==> src/rtl/core/pdc_pkg.sv <==
package pdc_pkg;

    // Width of the saturating error accumulator
    localparam int SUM_WIDTH = 40;

    localparam int IN_W    = 16;
    localparam int GAIN_W  = 32;
    localparam int ERR_W   = IN_W + 1;
    localparam int DIFF_W  = ERR_W + 1;
    localparam int DUTY_W  = 17;
    localparam int KE_W    = GAIN_W + ERR_W;
    localparam int KD_W    = GAIN_W + DIFF_W;
    localparam int PROD_W  = GAIN_W + SUM_WIDTH;
    localparam int TERM_W  = 62;
    localparam int CMP_W   = (PROD_W > TERM_W) ? PROD_W : TERM_W;
    localparam int TOT_W   = TERM_W + 1;

    // Chunked rebuild of the integral product
    localparam int CHUNK_W = 16;
    localparam int NCHUNK  = (SUM_WIDTH + CHUNK_W - 1) / CHUNK_W;
    localparam int EXT_W   = NCHUNK * CHUNK_W;
    localparam int CNT_W   = (NCHUNK > 1) ? $clog2(NCHUNK) : 1;
    localparam int CPROD_W = GAIN_W + CHUNK_W + 1;

    // Division by 25600: drop 8 bits, then multiply by a reciprocal of 100
    localparam int SCALE_SHIFT = 8;
    localparam int QX_W        = 23;
    localparam int MULT_W      = 24;
    localparam int QP_W        = QX_W + MULT_W;
    localparam int DIV_SHIFT   = 30;
    localparam logic [MULT_W-1:0] DIV_MULT = 24'd10737419;

    localparam logic signed [SUM_WIDTH-1:0] SUM_MAX = {1'b0, {(SUM_WIDTH-1){1'b1}}};
    localparam logic signed [SUM_WIDTH-1:0] SUM_MIN = {1'b1, {(SUM_WIDTH-1){1'b0}}};

    localparam logic signed [CMP_W-1:0] TERM_LIMIT = CMP_W'(1) << 60;
    localparam logic signed [TOT_W-1:0] TOTAL_LOW  = TOT_W'(25600);
    localparam logic signed [TOT_W-1:0] TOTAL_FULL = TOT_W'(64'd1677721600);
    localparam logic [DUTY_W-1:0]       DUTY_FULL  = 17'd65536;

    localparam logic signed [ERR_W-1:0] BAND_HI = 17'sd256;
    localparam logic signed [ERR_W-1:0] BAND_LO = -17'sd256;

    // Configuration register indexes
    typedef logic [1:0] cfg_idx_t;
    localparam cfg_idx_t CFG_PROP  = 2'd0;
    localparam cfg_idx_t CFG_INTEG = 2'd1;
    localparam cfg_idx_t CFG_DERIV = 2'd2;

    typedef struct packed {
        logic signed [GAIN_W-1:0] prop;
        logic signed [GAIN_W-1:0] integ;
        logic signed [GAIN_W-1:0] deriv;
    } gains_t;

    localparam gains_t GAINS_RESET = '{
        prop:  32'sd786432,
        integ: 32'sd655,
        deriv: 32'sd6554
    };

    typedef struct packed {
        logic signed [ERR_W-1:0]  err;
        logic signed [DIFF_W-1:0] diff;
        logic                     band;
    } err_item_t;

    typedef struct packed {
        logic signed [ERR_W-1:0] err;
        logic signed [KE_W-1:0]  kp_e;
        logic signed [KD_W-1:0]  kd_d;
        logic signed [KE_W-1:0]  ki_e;
        logic                    band;
    } prod_item_t;

    typedef struct packed {
        logic signed [TOT_W-1:0] total;
        logic                    band;
    } tot_item_t;

    typedef enum logic {
        RC_IDLE,
        RC_RUN
    } rc_state_t;

endpackage

==> src/rtl/core/pdc_mult.sv <==
module pdc_mult import pdc_pkg::*; (
    input  logic       aclk,
    input  logic       aresetn,
    input  gains_t     gains,
    input  logic       in_valid,
    output logic       in_ready,
    input  err_item_t  in_item,
    output logic       out_valid,
    input  logic       out_ready,
    output prod_item_t out_item
);

    logic       v_reg;
    prod_item_t item_reg;
    prod_item_t item_next;

    assign in_ready = !v_reg || out_ready;

    // Scale error and derivative by the gains
    always_comb begin
        item_next.err  = in_item.err;
        item_next.kp_e = KE_W'(gains.prop) * KE_W'(in_item.err);
        item_next.kd_d = KD_W'(gains.deriv) * KD_W'(in_item.diff);
        item_next.ki_e = KE_W'(gains.integ) * KE_W'(in_item.err);
        item_next.band = in_item.band;
    end

    always_ff @(posedge aclk) begin
        if (!aresetn) begin
            v_reg <= 1'b0;
        end else if (in_ready) begin
            v_reg <= in_valid;
        end
    end

    always_ff @(posedge aclk) begin
        if (in_valid && in_ready) begin
            item_reg <= item_next;
        end
    end

    assign out_valid = v_reg;
    assign out_item  = item_reg;

endmodule

==> config.mk <==
export PLATFORM = sky130hd
export DESIGN_NAME = pdc_mult
export DESIGN_NICKNAME = d
export VERILOG_FILES = /design/src/rtl/core/pdc_pkg.sv /design/src/rtl/core/pdc_mult.sv
export SDC_FILE = /design/constraint.sdc
export NUM_CORES = 2
export LEC_CHECK = 0
export BUFFER_PORTS_ARGS = -buffer_cell sky130_fd_sc_hd__buf_4
export CAP_MARGIN = 30
export CORE_ASPECT_RATIO = 0.9
export CORE_MARGIN = 1
export CORE_UTILIZATION = 65
export DETAILED_ROUTE_END_ITERATION = 6
export PLACE_DENSITY_LB_ADDON = 0.25
export SLEW_MARGIN = 20
export SYNTH_ARGS = -nofsm -noshare
export SYNTH_HDL_FRONTEND = slang
export SYNTH_SLANG_ARGS = --single-unit
==> constraint.sdc <==
create_clock -name aclk -period 15.6 [get_ports aclk]
set_clock_uncertainty 0.15 [all_clocks]
set_input_delay 1.56 -clock aclk [delete_from_list [all_inputs] [get_ports aclk]]
set_output_delay 1.56 -clock aclk [all_outputs]
set_load 0.05 [all_outputs]
==> flow_summary.ini <==
[sta]
worst_slack_ns = 6.64
hold_violations = 0
fmax_mhz = 112
period_share_pct = 57.4
setup_viol = 0
slew_headroom_pct = 38.8
tightest_slew_ns = 0.919
setup_tns_ns = 0
rsz0062_at_grt = false
period_minus_slack_ns = 8.96
finalHoldWorstSlack_ns = 0.390
drv_slew = 0

[routing]
drt_iter0_markers = 3177
first_pass_iters = 5
finalWirelength_um = 151000
wl_per_cell_um = 19.2
drc = 0
ant_nets = 0
vias = 44400
via_per_inst = 5.64

[setup_path]
cp_data_required_time_ns = 15.73
cpPeakStageDelay_ns = 0.61
arrival_ns = 9.09
crit_top_cell = fa_1
path_cells = buf_4 -> buf_4 -> nand2_1 -> fa_1 -> inv_1 -> fa_1 -> fa_1 -> fa_1 -> fa_1 -> inv_1 -> fa_1 -> inv_1 -> ha_1 -> a21oi_1 -> o21ai_0 -> a31oi_1 -> o21ai_0 -> a31o_2 -> a21oi_1 -> o21ai_0 -> a311oi_1 -> o21ai_0 -> xor2_1
start_kind = primary input
worst-setup-path-type = in -> reg
worstPathMaxFanout = 36
cp_slowest_cell = a311oi_1
critPathCaptureType = flip-flop

[logic_synthesis]
ys_types = 65
postSynthCellCount = 6568
synth_seq_area_share_pct = 8.07
yosys_warnings = 0
ys_seq_elements = 167
syn_area_per_cell_um2 = 9.44
synthesis.area_um2 = 62000
synthArstFlopShare_pct = 0
synth_nets = 8650
synthFlopType = edfxtp_1
synth_edf_count = 166

[floorplanning]
core_area_um2 = 94700
dieArea_um2 = 96700
die_w_um = 328
initial_core_util_pct = 65.5
fp.dieH_um = 295
ioPinCount = 304
num_rows = 107

[global_route]
grtUsageMet3_pct = 6.05
grt_pass1_vias = 48500
gr-usage-all-layers_pct = 33.4
gr-total-overflow = 0
grt_max_degree = 66
grt_pass1_wl_um = 251000
globalRouteMet1Util_pct = 46.0
antenna_found_initial = 6
met2_usage_pct = 53.7
grt_busiest_layer = met2

[cts]
clock-sinks = 167
cts_made_buffers = 17
cts_tree = done
htree_levels = 4
postCtsHoldBufs = 0
clk_path_buf_depth = 2
cts.repair.resized = 0
cts-root-buf = clkbuf_16
clkSlewWorstSetupHoldPaths_ns = 0.08
cts_setup_buffers = 0
insertion_delay_ns = 0.53

[placed_design]
port_buffers = 303
place_hpwl_um = 117000
place.gp.congestion = 0.910
placedCellCount = 7837
pre_cts_slack_ns = 6.22

[worst_hold_path]
hold_class = reg -> reg

[job]
drv_cap = 0

[run_status]
outcome = finished, final reports clean

[cells_and_area]
fin_cells = 7870
nNetsFinal = 8685
area_growth_pct = 5.54
drive_above_1_share_pct = 5.53
[cell usage after synthesis (all sizes together) (5+ instances only)]
cell type / instances / area share [%]
a221oi: 5 / 0.071
o31ai: 12 / 0.18
or2: 5 / 0.050
clkbuf: 292 / 1.8
buf: 7 / 0.042
o21bai: 17 / 0.21
xor2: 43 / 0.61
nand4: 16 / 0.16
nor2b: 16 / 0.16
a31oi: 8 / 0.081
nor2: 140 / 0.86
o211ai: 9 / 0.11
a21boi: 7 / 0.085
nand3: 26 / 0.21
o21ai: 62 / 0.50
nor3: 15 / 0.12
and2: 707 / 7.1
xnor2: 105 / 1.5
a21o: 84 / 1.0
ha: 351 / 7.1
a21oi: 129 / 1.1
a211oi: 13 / 0.17
nand2: 926 / 5.6
nand2b: 28 / 0.28
fa: 1595 / 51
edfxtp: 166 / 8.0
o21a: 18 / 0.22
inv: 1690 / 10
and3: 15 / 0.15
or3: 8 / 0.089
[routing by layer]
metal	up-vias	share of wire, %
met2	2070	48
met4	6	3.6
met3	388	9.1
li1	19000	-
met1	22900	39
met5	-	0.029
[registers in the layout, summed over array words and instances, names as in the netlist]
register and cells:
out_item 166, out_valid 1
[metrics by stage]
stage | util (%) | area (µm²)
global route | 69.2 | 65500
detailed placement | 68.5 | 64800
global placement | 68.5 | 64800
floorplan | - | 62000
CTS | 69.2 | 65500
finish | 69.2 | 65500
[cell families (layout without fill, tap and decap cells)]
| logic type | Yosys count | in the layout | synth area share, % |
|---|---|---|---|
| multiplexers | 1 | 1 | 0.0161 |
| flip-flops | 167 | 167 | 8.07 |
| other | 0 | 1 | 0 |
| XOR/XNOR | 148 | 148 | 2.09 |
| AO/OA/AOI/OAI | 400 | 400 | 4.22 |
| buffers and inverters | 1989 | 2037 | 12.0 |
| AND/OR/NAND/NOR | 1917 | 1917 | 15.0 |
| adder cells (fa/ha/maj) | 1946 | 1946 | 58.6 |
[worst paths after layout]
path,to,cells after the start,startpoint,slack (ns)
setup / recovery,out_item[45],23,in_item[28],6.64
hold / removal,out_valid,2,out_valid,0.39
setup reg to reg,out_item[140],3,out_valid,13.14
hold reg to reg,out_valid,2,out_valid,0.39
[layout by cell type (no fill, tap or decap), types with 8 or more instances in the layout]
master / Yosys / layout
inv_1: 1689 / 1688
fa_1: 1595 / 1595
nand2_1: 926 / 926
and2_1: 707 / 706
ha_1: 351 / 351
buf_4: 0 / 314
edfxtp_1: 166 / 166
nor2_1: 139 / 139
a21oi_1: 127 / 127
xnor2_1: 105 / 105
a21o_1: 84 / 84
o21ai_0: 60 / 60
xor2_1: 43 / 43
nand2b_1: 28 / 28
nand3_1: 26 / 26
o21a_1: 18 / 18
o21bai_1: 17 / 17
clkbuf_16: 0 / 17
nand4_1: 16 / 16
nor2b_1: 16 / 16
and3_1: 15 / 15
nor3_1: 15 / 15
a211oi_1: 12 / 12
o211ai_1: 9 / 9
o31ai_1: 9 / 9
a31oi_1: 8 / 8
[layout make-up]
class	count	area, µm²
multi-input combinational	4412	49600
fill	7286	29200
inverter	1690	6340
sequential	167	5000
timing repair buffer	315	2360
tap	1253	1570
clock buffer	17	425
clock inverter	15	196
antenna	1	2.50
[critical path: cells and delay by family]
| kind | cells | cell delay [ns] |
|---|---|---|
| xor gates and xnor gates | 1 | 0.18 |
| AOI/OAI and AO/OA | 9 | 2.84 |
| buffers and inverters | 5 | 0.97 |
| and+or+nand+nor | 1 | 0.14 |
| adders and majority gates | 7 | 3.33 |
Power is left out: the tool's default activity adds up to more than one toggle a clock period on the data nets, which glitch-free logic cannot reach.
