===== src/rtl/core/pdc_pkg.sv =====
package pdc_pkg;

    // Width of the saturating error accumulator
    localparam int SUM_WIDTH = 40;

    localparam int IN_W    = 16;
    localparam int GAIN_W  = 32;
    localparam int ERR_W   = IN_W + 1;
    localparam int DIFF_W  = ERR_W + 1;
    localparam int DUTY_W  = 17;
    localparam int KE_W    = GAIN_W + ERR_W;
    localparam int KD_W    = GAIN_W + DIFF_W;
    localparam int PROD_W  = GAIN_W + SUM_WIDTH;
    localparam int TERM_W  = 62;
    localparam int CMP_W   = (PROD_W > TERM_W) ? PROD_W : TERM_W;
    localparam int TOT_W   = TERM_W + 1;

    // Chunked rebuild of the integral product
    localparam int CHUNK_W = 16;
    localparam int NCHUNK  = (SUM_WIDTH + CHUNK_W - 1) / CHUNK_W;
    localparam int EXT_W   = NCHUNK * CHUNK_W;
    localparam int CNT_W   = (NCHUNK > 1) ? $clog2(NCHUNK) : 1;
    localparam int CPROD_W = GAIN_W + CHUNK_W + 1;

    // Division by 25600: drop 8 bits, then multiply by a reciprocal of 100
    localparam int SCALE_SHIFT = 8;
    localparam int QX_W        = 23;
    localparam int MULT_W      = 24;
    localparam int QP_W        = QX_W + MULT_W;
    localparam int DIV_SHIFT   = 30;
    localparam logic [MULT_W-1:0] DIV_MULT = 24'd10737419;

    localparam logic signed [SUM_WIDTH-1:0] SUM_MAX = {1'b0, {(SUM_WIDTH-1){1'b1}}};
    localparam logic signed [SUM_WIDTH-1:0] SUM_MIN = {1'b1, {(SUM_WIDTH-1){1'b0}}};

    localparam logic signed [CMP_W-1:0] TERM_LIMIT = CMP_W'(1) << 60;
    localparam logic signed [TOT_W-1:0] TOTAL_LOW  = TOT_W'(25600);
    localparam logic signed [TOT_W-1:0] TOTAL_FULL = TOT_W'(64'd1677721600);
    localparam logic [DUTY_W-1:0]       DUTY_FULL  = 17'd65536;

    localparam logic signed [ERR_W-1:0] BAND_HI = 17'sd256;
    localparam logic signed [ERR_W-1:0] BAND_LO = -17'sd256;

    // Configuration register indexes
    typedef logic [1:0] cfg_idx_t;
    localparam cfg_idx_t CFG_PROP  = 2'd0;
    localparam cfg_idx_t CFG_INTEG = 2'd1;
    localparam cfg_idx_t CFG_DERIV = 2'd2;

    typedef struct packed {
        logic signed [GAIN_W-1:0] prop;
        logic signed [GAIN_W-1:0] integ;
        logic signed [GAIN_W-1:0] deriv;
    } gains_t;

    localparam gains_t GAINS_RESET = '{
        prop:  32'sd786432,
        integ: 32'sd655,
        deriv: 32'sd6554
    };

    typedef struct packed {
        logic signed [ERR_W-1:0]  err;
        logic signed [DIFF_W-1:0] diff;
        logic                     band;
    } err_item_t;

    typedef struct packed {
        logic signed [ERR_W-1:0] err;
        logic signed [KE_W-1:0]  kp_e;
        logic signed [KD_W-1:0]  kd_d;
        logic signed [KE_W-1:0]  ki_e;
        logic                    band;
    } prod_item_t;

    typedef struct packed {
        logic signed [TOT_W-1:0] total;
        logic                    band;
    } tot_item_t;

    typedef enum logic {
        RC_IDLE,
        RC_RUN
    } rc_state_t;

endpackage


===== src/rtl/core/pdc_integ.sv =====
module pdc_integ import pdc_pkg::*; (
    input  logic                     aclk,
    input  logic                     aresetn,
    input  logic signed [GAIN_W-1:0] ki,
    input  logic                     ki_load,
    output logic                     busy,
    input  logic                     in_valid,
    output logic                     in_ready,
    input  prod_item_t               in_item,
    output logic                     out_valid,
    input  logic                     out_ready,
    output tot_item_t                out_item
);

    logic signed [SUM_WIDTH-1:0] sum_reg;
    logic signed [PROD_W-1:0]    kisum_reg;
    logic                        open_reg;
    logic                        v_reg;
    tot_item_t                   item_reg;
    rc_state_t                   rc_state_reg;
    rc_state_t                   rc_state_next;
    logic [CNT_W-1:0]            cnt_reg;
    logic [CNT_W-1:0]            cnt_next;

    logic                        take;
    logic signed [SUM_WIDTH:0]   sum_add;
    logic                        over;
    logic                        under;
    logic signed [SUM_WIDTH-1:0] sum_sel;
    logic signed [PROD_W-1:0]    ki_wide;
    logic signed [PROD_W-1:0]    ki_max;
    logic signed [PROD_W-1:0]    ki_min;
    logic signed [PROD_W-1:0]    kisum_add;
    logic signed [PROD_W-1:0]    kisum_sel;
    logic signed [PROD_W-1:0]    kisum_next;
    logic signed [CMP_W-1:0]     kisum_cmp;
    logic signed [CMP_W-1:0]     term_cmp;
    logic signed [TERM_W-1:0]    term;
    logic signed [TOT_W-1:0]     total;
    logic                        open_next;
    logic signed [EXT_W-1:0]     sum_ext;
    logic [CHUNK_W-1:0]          chunk;
    logic signed [CHUNK_W:0]     chunk_op;
    logic signed [CPROD_W-1:0]   chunk_prod;

    assign take     = in_valid && in_ready;
    assign in_ready = !v_reg || out_ready;

    // While open_reg is set, update the error sum with saturation, tracking Ki times the sum alongside
    always_comb begin
        sum_add   = (SUM_WIDTH+1)'(sum_reg) + (SUM_WIDTH+1)'(in_item.err);
        over      = sum_add > (SUM_WIDTH+1)'(SUM_MAX);
        under     = sum_add < (SUM_WIDTH+1)'(SUM_MIN);
        ki_wide   = PROD_W'(ki);
        ki_max    = (ki_wide <<< (SUM_WIDTH-1)) - ki_wide;
        ki_min    = -(ki_wide <<< (SUM_WIDTH-1));
        kisum_add = kisum_reg + PROD_W'(in_item.ki_e);
        sum_sel   = sum_reg;
        kisum_sel = kisum_reg;
        if (open_reg) begin
            if (over) begin
                sum_sel   = SUM_MAX;
                kisum_sel = ki_max;
            end else if (under) begin
                sum_sel   = SUM_MIN;
                kisum_sel = ki_min;
            end else begin
                sum_sel   = sum_add[SUM_WIDTH-1:0];
                kisum_sel = kisum_add;
            end
        end
    end

    // Clamp the integral term, add the other terms, find the unclamped band
    always_comb begin
        kisum_cmp = CMP_W'(kisum_sel);
        if (kisum_cmp > TERM_LIMIT) begin
            term_cmp = TERM_LIMIT;
        end else if (kisum_cmp < -TERM_LIMIT) begin
            term_cmp = -TERM_LIMIT;
        end else begin
            term_cmp = kisum_cmp;
        end
        term      = term_cmp[TERM_W-1:0];
        total     = TOT_W'(term) + TOT_W'(in_item.kp_e) + TOT_W'(in_item.kd_d);
        open_next = (total >= TOTAL_LOW) && (total < TOTAL_FULL);
    end

    // One chunk of the sum per rebuild step, top chunk first
    always_comb begin
        sum_ext    = EXT_W'(sum_reg);
        chunk      = sum_ext[cnt_reg*CHUNK_W +: CHUNK_W];
        chunk_op   = (cnt_reg == CNT_W'(NCHUNK-1)) ? {chunk[CHUNK_W-1], chunk}
                                                   : {1'b0, chunk};
        chunk_prod = CPROD_W'(ki) * CPROD_W'(chunk_op);
    end

    // Rebuild sequencer: next state
    always_comb begin
        rc_state_next = rc_state_reg;
        cnt_next      = cnt_reg;
        if (ki_load) begin
            rc_state_next = RC_RUN;
            cnt_next      = CNT_W'(NCHUNK-1);
        end else begin
            unique case (rc_state_reg)
                RC_IDLE: begin
                end
                RC_RUN: begin
                    if (cnt_reg == '0) begin
                        rc_state_next = RC_IDLE;
                    end else begin
                        cnt_next = cnt_reg - 1'b1;
                    end
                end
                default: begin
                    rc_state_next = RC_IDLE;
                end
            endcase
        end
    end

    // Rebuild sequencer: outputs
    always_comb begin
        busy       = 1'b0;
        kisum_next = kisum_reg;
        if (ki_load) begin
            kisum_next = '0;
        end else begin
            unique case (rc_state_reg)
                RC_IDLE: begin
                    if (take) begin
                        kisum_next = kisum_sel;
                    end
                end
                RC_RUN: begin
                    busy       = 1'b1;
                    kisum_next = (kisum_reg <<< CHUNK_W) + PROD_W'(chunk_prod);
                end
                default: begin
                end
            endcase
        end
    end

    always_ff @(posedge aclk) begin
        if (!aresetn) begin
            sum_reg      <= '0;
            kisum_reg    <= '0;
            open_reg     <= 1'b0;
            v_reg        <= 1'b0;
            rc_state_reg <= RC_IDLE;
            cnt_reg      <= '0;
        end else begin
            rc_state_reg <= rc_state_next;
            cnt_reg      <= cnt_next;
            kisum_reg    <= kisum_next;
            if (in_ready) begin
                v_reg <= in_valid;
            end
            if (take) begin
                sum_reg  <= sum_sel;
                open_reg <= open_next;
            end
        end
    end

    always_ff @(posedge aclk) begin
        if (take) begin
            item_reg.total <= total;
            item_reg.band  <= in_item.band;
        end
    end

    assign out_valid = v_reg;
    assign out_item  = item_reg;

endmodule


===== config.mk =====
export PLATFORM = sky130hd
export DESIGN_NAME = pdc_integ
export DESIGN_NICKNAME = d
export VERILOG_FILES = /design/src/rtl/core/pdc_pkg.sv /design/src/rtl/core/pdc_integ.sv
export SDC_FILE = /design/constraint.sdc
export NUM_CORES = 2
export LEC_CHECK = 0
export BUFFER_PORTS_ARGS = -buffer_cell sky130_fd_sc_hd__buf_2
export CAP_MARGIN = 20
export CORE_ASPECT_RATIO = 1.2
export CORE_MARGIN = 1.5
export CORE_UTILIZATION = 47
export CTS_BUF_LIST = sky130_fd_sc_hd__clkbuf_16
export CTS_CLUSTER_SIZE = 25
export DETAILED_ROUTE_END_ITERATION = 8
export SKIP_LAST_GASP = 1
export SYNTH_ARGS = -nofsm -noshare
export SYNTH_HDL_FRONTEND = slang
export SYNTH_SLANG_ARGS = --single-unit
export TNS_END_PERCENT = 1

===== constraint.sdc =====
create_clock -name aclk -period 17.9 [get_ports aclk]
set_input_delay 5.37 -clock aclk [delete_from_list [all_inputs] [get_ports aclk]]
set_output_delay 5.37 -clock aclk [all_outputs]
set_load 0.03 [all_outputs]

==> run_results.csv <==
group,metric,value,unit
critical_path,crit_family,"compound AO/OA/AOI/OAI gates",
timing,finalHoldViolCount,0,
timing,period_minus_slack,16100,ps
drt,drt_wl_total,178300,um
clocking,cts_resized,0,
timing,fin_crit_sh,89.95,%
drt,wl_per_cell,24.80,um
yosys,yosysSeqAreaShare,8.894,%
timing,fin_setup_tns,0,ps
critical_path,worst-path-buf-inv,4,
critical_path,cp_max_fo,26,
layout,layout-area-overhead-vs-synth,6.871,%
clocking,ctsLongestPathBuffers,2,
timing,finalSetupViolCount,0,
layout,instances_no_fill,7191,
layout,utilization,50.54,%
timing,slew_headroom,15.16,%
yosys,async_flop_share,0,%
critical_path,cp.depth,36,
die,die_h,352.9,um
global_route,grt_pass1_vias,42780,
drt,vias,42870,
drt,dr.first_iter.drc_count,4079,
timing,max_clock_freq,62.11,MHz
yosys,synth-edff-count,64,
placed_design,placedCellCount,7157,
run,cap_violations,0,
min_path,min_path_cells,2,
clocking,clkSinkCount,181,
placed_design,dp_hpwl,142700,um
yosys,syn_area_per_cell,8.370,um2
pwr,p_per_area,34.38,nW/um2
critical_path,end_kind,"flop",
yosys,syn_nets,7077,
critical_path,cp_common_cell,"a21oi_1",
critical_path,start_kind,"primary input",
die,core-area,101400,um2
clocking,htreeDepth,4,
clocking,path_clk_slew,80,ps
min_path,worstHoldPathType,"flop to flop",
pwr,peakVddDrop,0.08817,mV
die,fp.dieW,294.6,um
clocking,insertion_delay,550,ps
layout,drive_above_1_share,8.824,%
yosys,syn_area,47940,um2
die,die_area,103900,um2
timing,timing.hold.ws,498.0,ps
pwr,p_leak,25.18,nW
clocking,cts_buffers,17,
critical_path,slowest_stage,"a31o_2",
drt,drtAntennaViolNets,0,
layout,multi_input_area,39750,um2
die,initial_core_util,47.29,%
placed_design,place_ws,1361,ps
layout,regArea,4272,um2
global_route,antenna_found_initial,17,
clocking,tritoncts,"yes",
timing,rsz0062_at_grt,"no",
layout,nets,7161,
die,io_pins,270,
critical_path,r2r_cells,37,
drt,drc,0,
drt,dr.pass1.iters,8,
placed_design,placed_area,50630,um2
critical_path,required,18360,ps
die,rows,128,
global_route,grt_max_degree,81,
placed_design,place_congestion,1.009,
timing,tightest_slew,1264,ps
pwr,total_power,1.762,mW
yosys,synth_seq_cells,181,
clocking,hold_buffers,0,
timing,fin_ws,1799,ps
placed_design,port_buffers,269,
drt,vias_per_cell,5.962,
layout,design_area,51240,um2
global_route,grt_usage,34.80,%
critical_path,crit_type,"primary input to flop",
yosys,synth_cell_types,103,
clocking,cts-root-buf,"clkbuf_16",
critical_path,cpPeakStageDelay,640,ps
global_route,grt.overflow.total,0,
yosys,ys_warn_count,0,
timing,fin_worst_skew,31.71,ps
yosys,synth_flop_cell,"dfxtp_1",
global_route,grt_pass1_wl,270200,um
layout,fillers,10040,
critical_path,cp.arrival,16560,ps
yosys,synthCells,5728,
layout,largest_reg_flops,72,
timing,drv_slew,0,
status,status,"finished, final reports clean",
clocking,post_cts_buffers,0,
[layout by cell type (no fill, tap or decap), types with 18 or more instances in the layout]
cell type	Yosys	layout
o31ai_1	18	18
nand4_1	59	59
and2_1	216	215
a31oi_1	38	38
xor2_1	103	102
fa_1	749	747
nor2b_1	42	42
a211oi_1	126	126
buf_4	3	76
nor4_1	27	25
o211ai_1	19	19
o21a_1	44	44
xnor2_1	178	177
a21oi_1	403	403
edfxtp_1	64	64
o21bai_1	45	45
buf_2	18	269
or2_2	51	51
nand2_1	589	588
a221oi_1	26	26
dfxtp_1	117	115
nand3_1	69	69
or3_1	24	24
a21o_1	161	161
inv_1	793	790
mux2i_1	29	29
o21ai_0	237	229
nor3_1	78	78
ha_1	397	397
nor2_1	368	367
and3_1	38	38
nand2b_1	40	39
[worst min-delay path: stages, from the launching register on]
cell and delay, ps:
dfxtp_1 340, nand3_1 70, nand2_1 50
[metal layers]
metal	vias to the layer above	share of wire (%)	global-route usage [%]
met5	-	0.072	0
met1	21400	42	46.97
met2	1754	46	55.16
met4	20	4.3	13.86
met3	364	7.7	6.319
li1	19340	-	-
[cells by family after synthesis]
kind of cell	Yosys count	share of synthesized area [%]
simple gates	1665	16.75
compound gates	1339	18.23
fa+ha+maj	1157	41.87
buf+inv	1075	8.503
xor+xnor	281	5.133
flops	181	8.894
mux	30	0.6289
[report_power, final]
group,switching (mW),internal [mW]
sequential,0.0318,0.477
clock,0.218,0.197
combinational,0.558,0.279
total,0.808,0.954
[cell type report]
cell class,instances,area share (%)
tap,1365,3.333
timing repair buffer,346,3.795
multi-input combinational,4472,77.58
antenna,1,0.004884
inverter,794,5.822
sequential,181,8.337
clock inverter,15,0.3028
clock buffer,17,0.8303
[cells in the mapped netlist (19+ instances only)]
| cell | number | area, um2 |
|---|---|---|
| ha_1 | 397 | 4967 |
| xor2_1 | 103 | 902.1 |
| and3_1 | 38 | 237.7 |
| nor2b_1 | 42 | 262.8 |
| nor2_1 | 368 | 1381 |
| nand2_1 | 589 | 2211 |
| nor4_1 | 27 | 168.9 |
| nand4_1 | 59 | 369.1 |
| a21oi_1 | 403 | 2017 |
| a31oi_1 | 38 | 237.7 |
| mux2i_1 | 29 | 290.3 |
| and2_1 | 216 | 1351 |
| a221oi_1 | 26 | 227.7 |
| nor3_1 | 78 | 390.4 |
| o21bai_1 | 45 | 337.8 |
| o21a_1 | 44 | 330.3 |
| xnor2_1 | 178 | 1559 |
| a211oi_1 | 126 | 945.9 |
| a21o_1 | 161 | 1209 |
| clkbuf_1 | 250 | 938.4 |
| edfxtp_1 | 64 | 1922 |
| o21ai_0 | 237 | 1186 |
| fa_1 | 749 | 14990 |
| o211ai_1 | 19 | 142.6 |
| nand2b_1 | 40 | 250.2 |
| dfxtp_1 | 117 | 2342 |
| nand3_1 | 69 | 345.3 |
| or2_2 | 51 | 319.1 |
| inv_1 | 793 | 2977 |
| or3_1 | 24 | 150.1 |
[worst paths after layout]
path	startpoint	endpoint	slack, ps
max	in_item[165]	open_reg$_SDFFE_PN0P_	1800
min	sum_reg[37]$_SDFFE_PN0P_	sum_reg[37]$_SDFFE_PN0P_	500
max reg2reg	sum_reg[0]$_SDFFE_PN0P_	open_reg$_SDFFE_PN0P_	6670
min reg2reg	sum_reg[37]$_SDFFE_PN0P_	sum_reg[37]$_SDFFE_PN0P_	500
Note: power is estimated with default switching activity, not from simulation.
