**src/rtl/core/pdc_pkg.sv**
```systemverilog
package pdc_pkg;

    // Width of the saturating error accumulator
    localparam int SUM_WIDTH = 40;

    localparam int IN_W    = 16;
    localparam int GAIN_W  = 32;
    localparam int ERR_W   = IN_W + 1;
    localparam int DIFF_W  = ERR_W + 1;
    localparam int DUTY_W  = 17;
    localparam int KE_W    = GAIN_W + ERR_W;
    localparam int KD_W    = GAIN_W + DIFF_W;
    localparam int PROD_W  = GAIN_W + SUM_WIDTH;
    localparam int TERM_W  = 62;
    localparam int CMP_W   = (PROD_W > TERM_W) ? PROD_W : TERM_W;
    localparam int TOT_W   = TERM_W + 1;

    // Chunked rebuild of the integral product
    localparam int CHUNK_W = 16;
    localparam int NCHUNK  = (SUM_WIDTH + CHUNK_W - 1) / CHUNK_W;
    localparam int EXT_W   = NCHUNK * CHUNK_W;
    localparam int CNT_W   = (NCHUNK > 1) ? $clog2(NCHUNK) : 1;
    localparam int CPROD_W = GAIN_W + CHUNK_W + 1;

    // Division by 25600: drop 8 bits, then multiply by a reciprocal of 100
    localparam int SCALE_SHIFT = 8;
    localparam int QX_W        = 23;
    localparam int MULT_W      = 24;
    localparam int QP_W        = QX_W + MULT_W;
    localparam int DIV_SHIFT   = 30;
    localparam logic [MULT_W-1:0] DIV_MULT = 24'd10737419;

    localparam logic signed [SUM_WIDTH-1:0] SUM_MAX = {1'b0, {(SUM_WIDTH-1){1'b1}}};
    localparam logic signed [SUM_WIDTH-1:0] SUM_MIN = {1'b1, {(SUM_WIDTH-1){1'b0}}};

    localparam logic signed [CMP_W-1:0] TERM_LIMIT = CMP_W'(1) << 60;
    localparam logic signed [TOT_W-1:0] TOTAL_LOW  = TOT_W'(25600);
    localparam logic signed [TOT_W-1:0] TOTAL_FULL = TOT_W'(64'd1677721600);
    localparam logic [DUTY_W-1:0]       DUTY_FULL  = 17'd65536;

    localparam logic signed [ERR_W-1:0] BAND_HI = 17'sd256;
    localparam logic signed [ERR_W-1:0] BAND_LO = -17'sd256;

    // Configuration register indexes
    typedef logic [1:0] cfg_idx_t;
    localparam cfg_idx_t CFG_PROP  = 2'd0;
    localparam cfg_idx_t CFG_INTEG = 2'd1;
    localparam cfg_idx_t CFG_DERIV = 2'd2;

    typedef struct packed {
        logic signed [GAIN_W-1:0] prop;
        logic signed [GAIN_W-1:0] integ;
        logic signed [GAIN_W-1:0] deriv;
    } gains_t;

    localparam gains_t GAINS_RESET = '{
        prop:  32'sd786432,
        integ: 32'sd655,
        deriv: 32'sd6554
    };

    typedef struct packed {
        logic signed [ERR_W-1:0]  err;
        logic signed [DIFF_W-1:0] diff;
        logic                     band;
    } err_item_t;

    typedef struct packed {
        logic signed [ERR_W-1:0] err;
        logic signed [KE_W-1:0]  kp_e;
        logic signed [KD_W-1:0]  kd_d;
        logic signed [KE_W-1:0]  ki_e;
        logic                    band;
    } prod_item_t;

    typedef struct packed {
        logic signed [TOT_W-1:0] total;
        logic                    band;
    } tot_item_t;

    typedef enum logic {
        RC_IDLE,
        RC_RUN
    } rc_state_t;

endpackage

```
**src/rtl/core/pdc_front.sv**
```systemverilog
module pdc_front import pdc_pkg::*; (
    input  logic                    aclk,
    input  logic                    aresetn,
    input  logic                    in_valid,
    output logic                    in_ready,
    input  logic signed [IN_W-1:0]  meas,
    input  logic signed [IN_W-1:0]  targ,
    output logic                    out_valid,
    input  logic                    out_ready,
    output err_item_t               out_item
);

    logic                    v1_reg;
    logic                    v2_reg;
    logic signed [IN_W-1:0]  meas_reg;
    logic signed [IN_W-1:0]  targ_reg;
    logic signed [ERR_W-1:0] last_err_reg;
    err_item_t               item_reg;
    err_item_t               item_next;
    logic signed [ERR_W-1:0] err;
    logic                    ready2;

    assign ready2   = !v2_reg || out_ready;
    assign in_ready = !v1_reg || ready2;

    // Form error, derivative and band flag
    always_comb begin
        err            = ERR_W'(targ_reg) - ERR_W'(meas_reg);
        item_next.err  = err;
        item_next.diff = DIFF_W'(err) - DIFF_W'(last_err_reg);
        item_next.band = (err >= BAND_LO) && (err <= BAND_HI);
    end

    // Advance valid bits and the previous error
    always_ff @(posedge aclk) begin
        if (!aresetn) begin
            v1_reg       <= 1'b0;
            v2_reg       <= 1'b0;
            last_err_reg <= '0;
        end else begin
            if (in_ready) begin
                v1_reg <= in_valid;
            end
            if (ready2) begin
                v2_reg <= v1_reg;
            end
            if (v1_reg && ready2) begin
                last_err_reg <= err;
            end
        end
    end

    // Hold payload
    always_ff @(posedge aclk) begin
        if (in_valid && in_ready) begin
            meas_reg <= meas;
            targ_reg <= targ;
        end
        if (v1_reg && ready2) begin
            item_reg <= item_next;
        end
    end

    assign out_valid = v2_reg;
    assign out_item  = item_reg;

endmodule

```
**config.mk**
```make
export PLATFORM = sky130hd
export DESIGN_NAME = pdc_front
export DESIGN_NICKNAME = d
export VERILOG_FILES = /design/src/rtl/core/pdc_pkg.sv /design/src/rtl/core/pdc_front.sv
export SDC_FILE = /design/constraint.sdc
export NUM_CORES = 1
export LEC_CHECK = 0
export ABC_CLOCK_PERIOD_IN_PS = 4400
export BUFFER_PORTS_ARGS = -buffer_cell sky130_fd_sc_hd__buf_2
export CORE_AREA = 2 2 110 112
export DETAILED_ROUTE_END_ITERATION = 10
export DIE_AREA = 0 0 112 114
export GPL_TIMING_DRIVEN = 0
export MAX_ROUTING_LAYER = met4
export SLEW_MARGIN = 20
export SYNTH_ARGS = -nofsm -noshare
export SYNTH_HDL_FRONTEND = slang
export SYNTH_SLANG_ARGS = --single-unit
```
**constraint.sdc**
```tcl
create_clock -name aclk -period 4.4 [get_ports aclk]
set_input_delay 0.22 -clock aclk [delete_from_list [all_inputs] [get_ports aclk]]
set_output_delay 0.22 -clock aclk [all_outputs]
set_load 0.05 [all_outputs]
```
==> results of run 1 <==
## final cells by class
type | instances | area share [%]
multi-input combinational | 248 | 34.7
inverter | 53 | 3.68
sequential | 87 | 44.8
clock inverter | 4 | 1.30
timing repair buffer | 73 | 7.17
tap | 147 | 3.40
clock buffer | 12 | 4.37
buffer | 7 | 0.648
## critical path, cell delays in order, from the launching register on
cell and delay, ns:
edfxtp_1 0.36, ha_1 0.24, fa_1 0.40, nor2b_1 0.20, o22ai_1 0.12, xor2_1 0.27
inv_1 0.12, ha_1 0.36, nand3_1 0.10, o211ai_1 0.13, o41ai_2 0.31, o21bai_1 0.10
a21oi_1 0.24, o21bai_1 0.10, maj3_2 0.36, or4b_1 0.52, nand3_1 0.09
## routing by layer
layer  track usage (%)  vias up
li1                  -     1567
met3              3.72       11
met2              21.6       54
met1              15.3     1299
met5                 -        -
met4              6.26        0
## placed cells by master (no fill, tap or decap), types with 3 or more instances in the layout
cell,count
nand3_1,10
nand2b_1,6
nand2_1,33
and2_1,6
o211a_1,5
a21boi_0,8
nand4b_1,3
xor2_1,7
clkbuf_16,9
inv_1,51
ha_1,32
a21oi_1,16
nand3b_1,3
nand4_1,3
o21ai_0,12
a21o_1,6
xnor2_1,19
nor2_1,18
nor3_1,7
clkbuf_1,8
buf_2,72
dfxtp_1,19
edfxtp_1,68
a31oi_2,3
nor2b_1,5
## cells by family (layout without fill, tap and decap cells)
logic type	after synthesis	after routing	share of synthesized area, %
compound gates	74	74	12.0
buf+inv	60	149	5.17
xor+xnor	29	29	6.06
fa+ha+maj	36	36	10.3
mux	1	1	0.222
flops	87	87	53.8
simple gates	108	108	12.5
## cell usage after synthesis, types with 6 or more instances
master | instances | area (um2)
clkbuf_1 | 6 | 22.5
o21ai_0 | 12 | 60.1
xor2_1 | 9 | 78.8
inv_1 | 51 | 191
ha_1 | 32 | 400
and2_1 | 7 | 43.8
nor3_1 | 7 | 35.0
dfxtp_1 | 19 | 380
nor2_1 | 18 | 67.6
a21oi_1 | 16 | 80.1
a21o_1 | 6 | 45.0
nand3_1 | 10 | 50.1
nand2b_1 | 6 | 37.5
nand2_1 | 33 | 124
a21boi_0 | 8 | 60.1
xnor2_1 | 19 | 166
edfxtp_1 | 68 | 2040
## how the worst max path moves through the flow
stage	start	to	cells after the start
floorplan	meas_reg[0]	out_item[15]	16
global placement	meas_reg[0]	out_item[16]	15
detailed placement	meas_reg[0]	out_item[15]	16
CTS	meas_reg[0]	out_item[15]	16
global route	meas_reg[0]	out_item[15]	16
finish	meas_reg[0]	out_item[15]	16
## report_power, final
part,internal (mW),switching [mW]
Clock,0.496,0.291
Combinational,0.302,0.516
Sequential,1.01,0.0201
## stage by stage
| step | setup WS, ns | hold WS, ns | utilization [%] | total power, mW | cell area (um2) |
|---|---|---|---|---|---|
| 2_1_floorplan | 0.724 | 0.319 | - | 1.70 | 4500 |
| 3_3_place_gp | 0.343 | 0.397 | 43.1 | 1.84 | 5040 |
| 3_5_place_dp | 0.272 | 0.398 | 43.3 | 1.86 | 5070 |
| 4_1_cts | 0.244 | 0.0369 | 46.0 | 2.66 | 5380 |
| 5_1_grt | -0.0365 | 0.0363 | 46.2 | 2.79 | 5410 |
| 6_report | 0.263 | 0.0542 | 46.2 | 2.63 | 5410 |
## what timing repair did
item,in CTS,in global routing
resized for setup,0,4
endpoints found under the setup margin,0,2
hold endpoints to repair,0,0
hold buffers,0,0
==> key figures, run 1 <==
Yosys
  • Most common flop cell mapped by yosys: edfxtp_1
  • Synth Area per Inst: 11.4 um2
  • Netlist cell types: 56
  • Syn Inst Count: 395
  • Proportion of synthesized flip-flops having asynchronous set or reset: 0%
  • Synth Register Bits: 87
  • Register area share after synthesis: 53.8%
  • Number of enable flip-flop cells after synthesis: 68
  • Mapped Area: 0.00450 mm2
  • Syn_nets: 465
  • Synth Warn #: 0

Worst hold path
  • Hold/Removal Path Class: in -> reg
  • Hold Path Origin: meas[10]
  • WHS Path Cells: 1
  • Worst Hold End: meas_reg[10]

Cells and area
  • Final nets: 549
  • Fillers: 1135
  • Final non-filler cell total: 631
  • Area of the multi-input gates: 0.00187 mm2
  • N_diodes: 0
  • Area growth syn-to-layout: 20.2%
  • Share of layout cells above drive strength 1: 21.7%
  • Sequential cell area: 0.00242 mm2
  • Max reg flops: 36

STA
  • Slew of the pin with the lowest slew margin: 0.710 ns
  • Endpoints failing hold: 0
  • Setup TNS: 0 ns
  • Fin crit share: 94.0%
  • RSZ-0062 raised after global routing: yes
  • Fin crit period: 4.14 ns
  • Slew headroom: 52.7%
  • Max Clk Rate: 242 MHz
  • Max-slew violations: 0
  • Clk_skew: 0.00444 ns
  • Setup violators final: 0

Power
  • Peak supply drop: 0.224 mV
  • Pwr per Cell Area: 486 mW/mm2
  • Lkg Pwr: 2.23 nW

Clock tree
  • H-tree depth: 3
  • Post-CTS Setup Inserts: 0
  • Root Buffer: clkbuf_16
  • Clock buffer depth: 2
  • Worst skew pair latency: 0.34 ns
  • Cts bufs inserted: 9
  • Worst-path clk slew: 0.06 ns
  • CTS tree: done
  • CTS sink cnt: 87

Setup path
  • R2R setup slack: 0.26 ns
  • Startpoint types: flop
  • Crit. End Element: flop
  • Worst Path Required: 4.60 ns
  • FF-to-FF End: out_item[15]
  • Critical path class: reg -> reg
  • Max Fanout on Critical Path: 5
  • Worst R2R Start: meas_reg[0]
  • Arrival time worst endpoint: 4.34 ns
  • Reg2Reg Depth: 16

Die
  • Die Span X: 112 um
  • Die area: 0.0128 mm2
  • Num ports: 74
  • Die Span Y: 114 um
  • Rows: 40
  • Core ar.: 0.0117 mm2
  • Initial core utilization: 38.4%

Global routing
  • Initial antenna violation count: 0
  • First-pass GRT wire length: 13200 um
  • Vias in the first global route: 2969
  • Gr usage total: 13.3%
  • Largest net degree at the start of global routing: 33
  • Grt ovf: 0

Routing
  • Vias: 2931
  • Final ANT Viol Nets: 0
  • Detailed Route WL: 7690 um
  • DR WL/cell: 12.2 um
  • TritonRoute pass-1 iters: 4
  • Vias per cell: 4.65
  • Highest metal layer with signal wires: met4
  • 1st-iter DRT viols: 65
  • Met1 wire length: 3590 um
  • DR DRC count: 0
  • Met2 wire length: 3580 um
  • Met3 WL post-DR: 364 um

Placed design
  • DP HPWL: 5940 um
  • Cell total after placement: 615
  • GP Congestion: 0.793
  • Port-buffer cells: 72

Job
  • Max-cap violations: 0

Status
  • Status: complete, no violations
(Power assumes the default switching activity.)
==> inputs of run 2 (changes only) <==
Settings changed: CORE_AREA 2 2 110 112 to 2 2 117 119, CTS_BUF_LIST set to sky130_fd_sc_hd__clkbuf_4 sky130_fd_sc_hd__clkbuf_8 sky130_fd_sc_hd__clkbuf_16, CTS_CLUSTER_DIAMETER set to 40, DIE_AREA 0 0 112 114 to 0 0 119 121.
==> run 2 against run 1 <==
- first-iteration DRC count up 110%
- non-clock buffer count unchanged
- die area up 13%
- combinational power up 2%
- maximum frequency up 0.62%
- clock skew up 0.0027 ns
- utilization down 4.9 points
- final area about the same
- largest power group unchanged
==> key figures, run 2 (synthesized netlist as in run 1, its figures left out) <==
Routing
  • DR DRC count: 0 (unchanged)
  • DR WL/cell: 12.4 um (+1.9%)
  • Vias per cell: 4.53 (-2.5%)
  • Final ANT Viol Nets: 0 (unchanged)
  • TritonRoute pass-1 iters: 4 (unchanged)
  • 1st-iter DRT viols: 137 (+110%)
  • Detailed Route WL: 8190 um (+6.5%)
  • Vias: 2989 (+2.0%)

Cells and area
  • Post-route cell area: 0.00541 mm2 (about the same)
  • Area growth syn-to-layout: 20.2% (about the same)
  • Share of layout cells above drive strength 1: 22.5% (+0.83 points)
  • Max reg flops: 36 (unchanged)
  • Fillers: 1257 (+11%)
  • Core Util, Final: 41.3% (-4.9 points)
  • Area of the multi-input gates: 0.00188 mm2 (+0.33%)
  • Sequential cell area: 0.00242 mm2 (unchanged)
  • Commonest non-fill, non-tap cell in the layout: buf_2
  • Final nets: 549 (unchanged)
  • N_diodes: 0 (unchanged)
  • Most frequent cells in the layout: buf_2, edfxtp_1, inv_1

Setup path
  • Crit. End Element: flop
  • Worst R2R Start: targ_reg[4]
  • R2R setup slack: 0.29 ns (+0.03 ns)
  • Cell chain of the critical path: ha_1 -> and2_1 -> a31oi_1 -> nand3b_1 -> xor2_2 -> ha_1 -> nand3_1 -> o211ai_1 -> o41ai_2 -> o21bai_1 -> a21oi_2 -> o21bai_1 -> maj3_2 -> or4b_1 -> nand3_1
  • Worst Path Required: 4.60 ns (about the same)
  • Arrival time worst endpoint: 4.32 ns (-0.02 ns)
  • CP max stage delay: 0.52 ns (about the same)
  • Slowest-stage cell, CP: or4b_1
  • Critical path class: reg -> reg
  • Startpoint types: flop
  • Reg2Reg Depth: 15 (-1)
  • FF-to-FF End: out_item[15]
  • Max Fanout on Critical Path: 5 (unchanged)

Die
  • Die Span Y: 121 um (+6.1%)
  • Rows: 42 (+5.0%)
  • Core ar.: 0.0131 mm2 (+12%)
  • Die area: 0.0144 mm2 (+13%)
  • Die Span X: 119 um (+6.3%)
  • Num ports: 74 (unchanged)
  • Initial core utilization: 34.4% (-4.0 points)

Placed design
  • Placed cell area: 0.00510 mm2 (+0.57%)
  • Port-buffer cells: 72 (unchanged)
  • DP HPWL: 6310 um (+6.2%)
  • GP Congestion: 0.757 (-4.5%)

Status
  • Status: complete, no violations

Job
  • Max-cap violations: 0 (unchanged)

STA
  • Fin crit period: 4.11 ns (-0.0253 ns)
  • Clk_skew: 0.00717 ns (+0.00273 ns)
  • Max-slew violations: 0 (unchanged)
  • Setup TNS: 0 ns (unchanged)
  • Setup violators final: 0 (unchanged)
  • Slew headroom: 52.2% (-0.44 points)
  • Slew of the pin with the lowest slew margin: 0.717 ns (+0.00653 ns)
  • Fin crit share: 93.4% (-0.57 points)
  • Max Clk Rate: 243 MHz (+0.62%)
  • Endpoints failing hold: 0 (unchanged)

Global routing
  • Vias in the first global route: 2982 (+0.44%)
  • Initial antenna violation count: 0 (unchanged)
  • Gr usage total: 12.6% (-0.69 points)
  • Grt ovf: 0 (unchanged)
  • Largest net degree at the start of global routing: 33 (unchanged)
  • First-pass GRT wire length: 13900 um (+5.2%)

Worst hold path
  • Worst Hold End: meas_reg[6]
  • Hold Path Origin: meas[6]
  • WHS Path Cells: 1 (unchanged)
  • Hold/Removal Path Class: in -> reg

Clock tree
  • CTS sink cnt: 87 (unchanged)
  • Root Buffer: clkbuf_16
  • Post-CTS Setup Inserts: 0 (unchanged)
  • Worst-path clk slew: 0.06 ns (about the same)
  • Clock buffer depth: 2 (unchanged)
  • Cts bufs inserted: 9 (unchanged)
  • Worst skew pair latency: 0.34 ns (about the same)
  • H-tree depth: 3 (unchanged)
  • CTS tree: done

Power
  • Peak supply drop: 0.159 mV (-29%)
  • Pwr per Cell Area: 473 mW/mm2 (-2.8%)
  • Lkg Pwr: 2.21 nW (-0.73%)
## run 2: area by class of cell
type,instances,share of cell area [%]
timing repair buffer,73,7.03
clock inverter,4,0.416
multi-input combinational,248,34.8
inverter,53,3.68
clock buffer,12,4.58
sequential,87,44.8
buffer,7,0.648
tap,176,4.07
## run 2: through the flow
step                      power [mW]  cells  hold slack, ns  setup WS, ns
after floorplan                 1.70    395           0.319         0.724
after global placement          1.84    643           0.397         0.362
after detailed placement        1.87    644           0.398         0.241
after CTS                       2.58    660          0.0337         0.216
after global routing            2.72    660          0.0346       -0.0102
final                           2.56    660          0.0504         0.289
## run 2: where the power goes
group,internal [mW],leakage (nW),switching (mW),total [mW]
sequential,1.01,0.805,0.0214,1.03
combinational,0.308,1.27,0.523,0.831
clock,0.398,0.137,0.301,0.699
## run 2: critical path, delay by kind of cell (launching register included)
| family | cells | cell delay (ns) |
|---|---|---|
| compound gates | 6 | 1.24 |
| simple gates | 5 | 1.08 |
| fa+ha+maj | 3 | 1.05 |
| flops | 1 | 0.37 |
| xor+xnor | 1 | 0.24 |
## run 2: what timing repair did
item	in CTS	in global routing
hold buffers	0	0
gates resized for setup	0	5
endpoints found under the setup margin	0	2
## run 2: worst max path at each step
| stage | from | endpoint | slack, ns | cells past startpoint |
|---|---|---|---|---|
| final | targ_reg[4] | out_item[15] | 0.29 | 15 |
| after global routing | meas_reg[0] | out_item[15] | -0.01 | 16 |
| after CTS | meas_reg[0] | out_item[15] | 0.22 | 16 |
| after detailed placement | meas_reg[0] | out_item[15] | 0.24 | 16 |
| after global placement | targ_reg[4] | out_item[15] | 0.36 | 15 |
| after floorplan | meas_reg[0] | out_item[15] | 0.72 | 16 |
## run 2: metal layers
| layer | wire [um] | up-vias | track usage, % | part of all wire [%] |
|---|---|---|---|---|
| li1 | - | 1569 | - | - |
| met1 | 3850 | 1345 | 15.1 | 47 |
| met2 | 3830 | 63 | 19.8 | 47 |
| met3 | 331 | 12 | 2.82 | 4.0 |
| met4 | 182 | 0 | 6.77 | 2.2 |
| met5 | 0 | - | - | 0 |
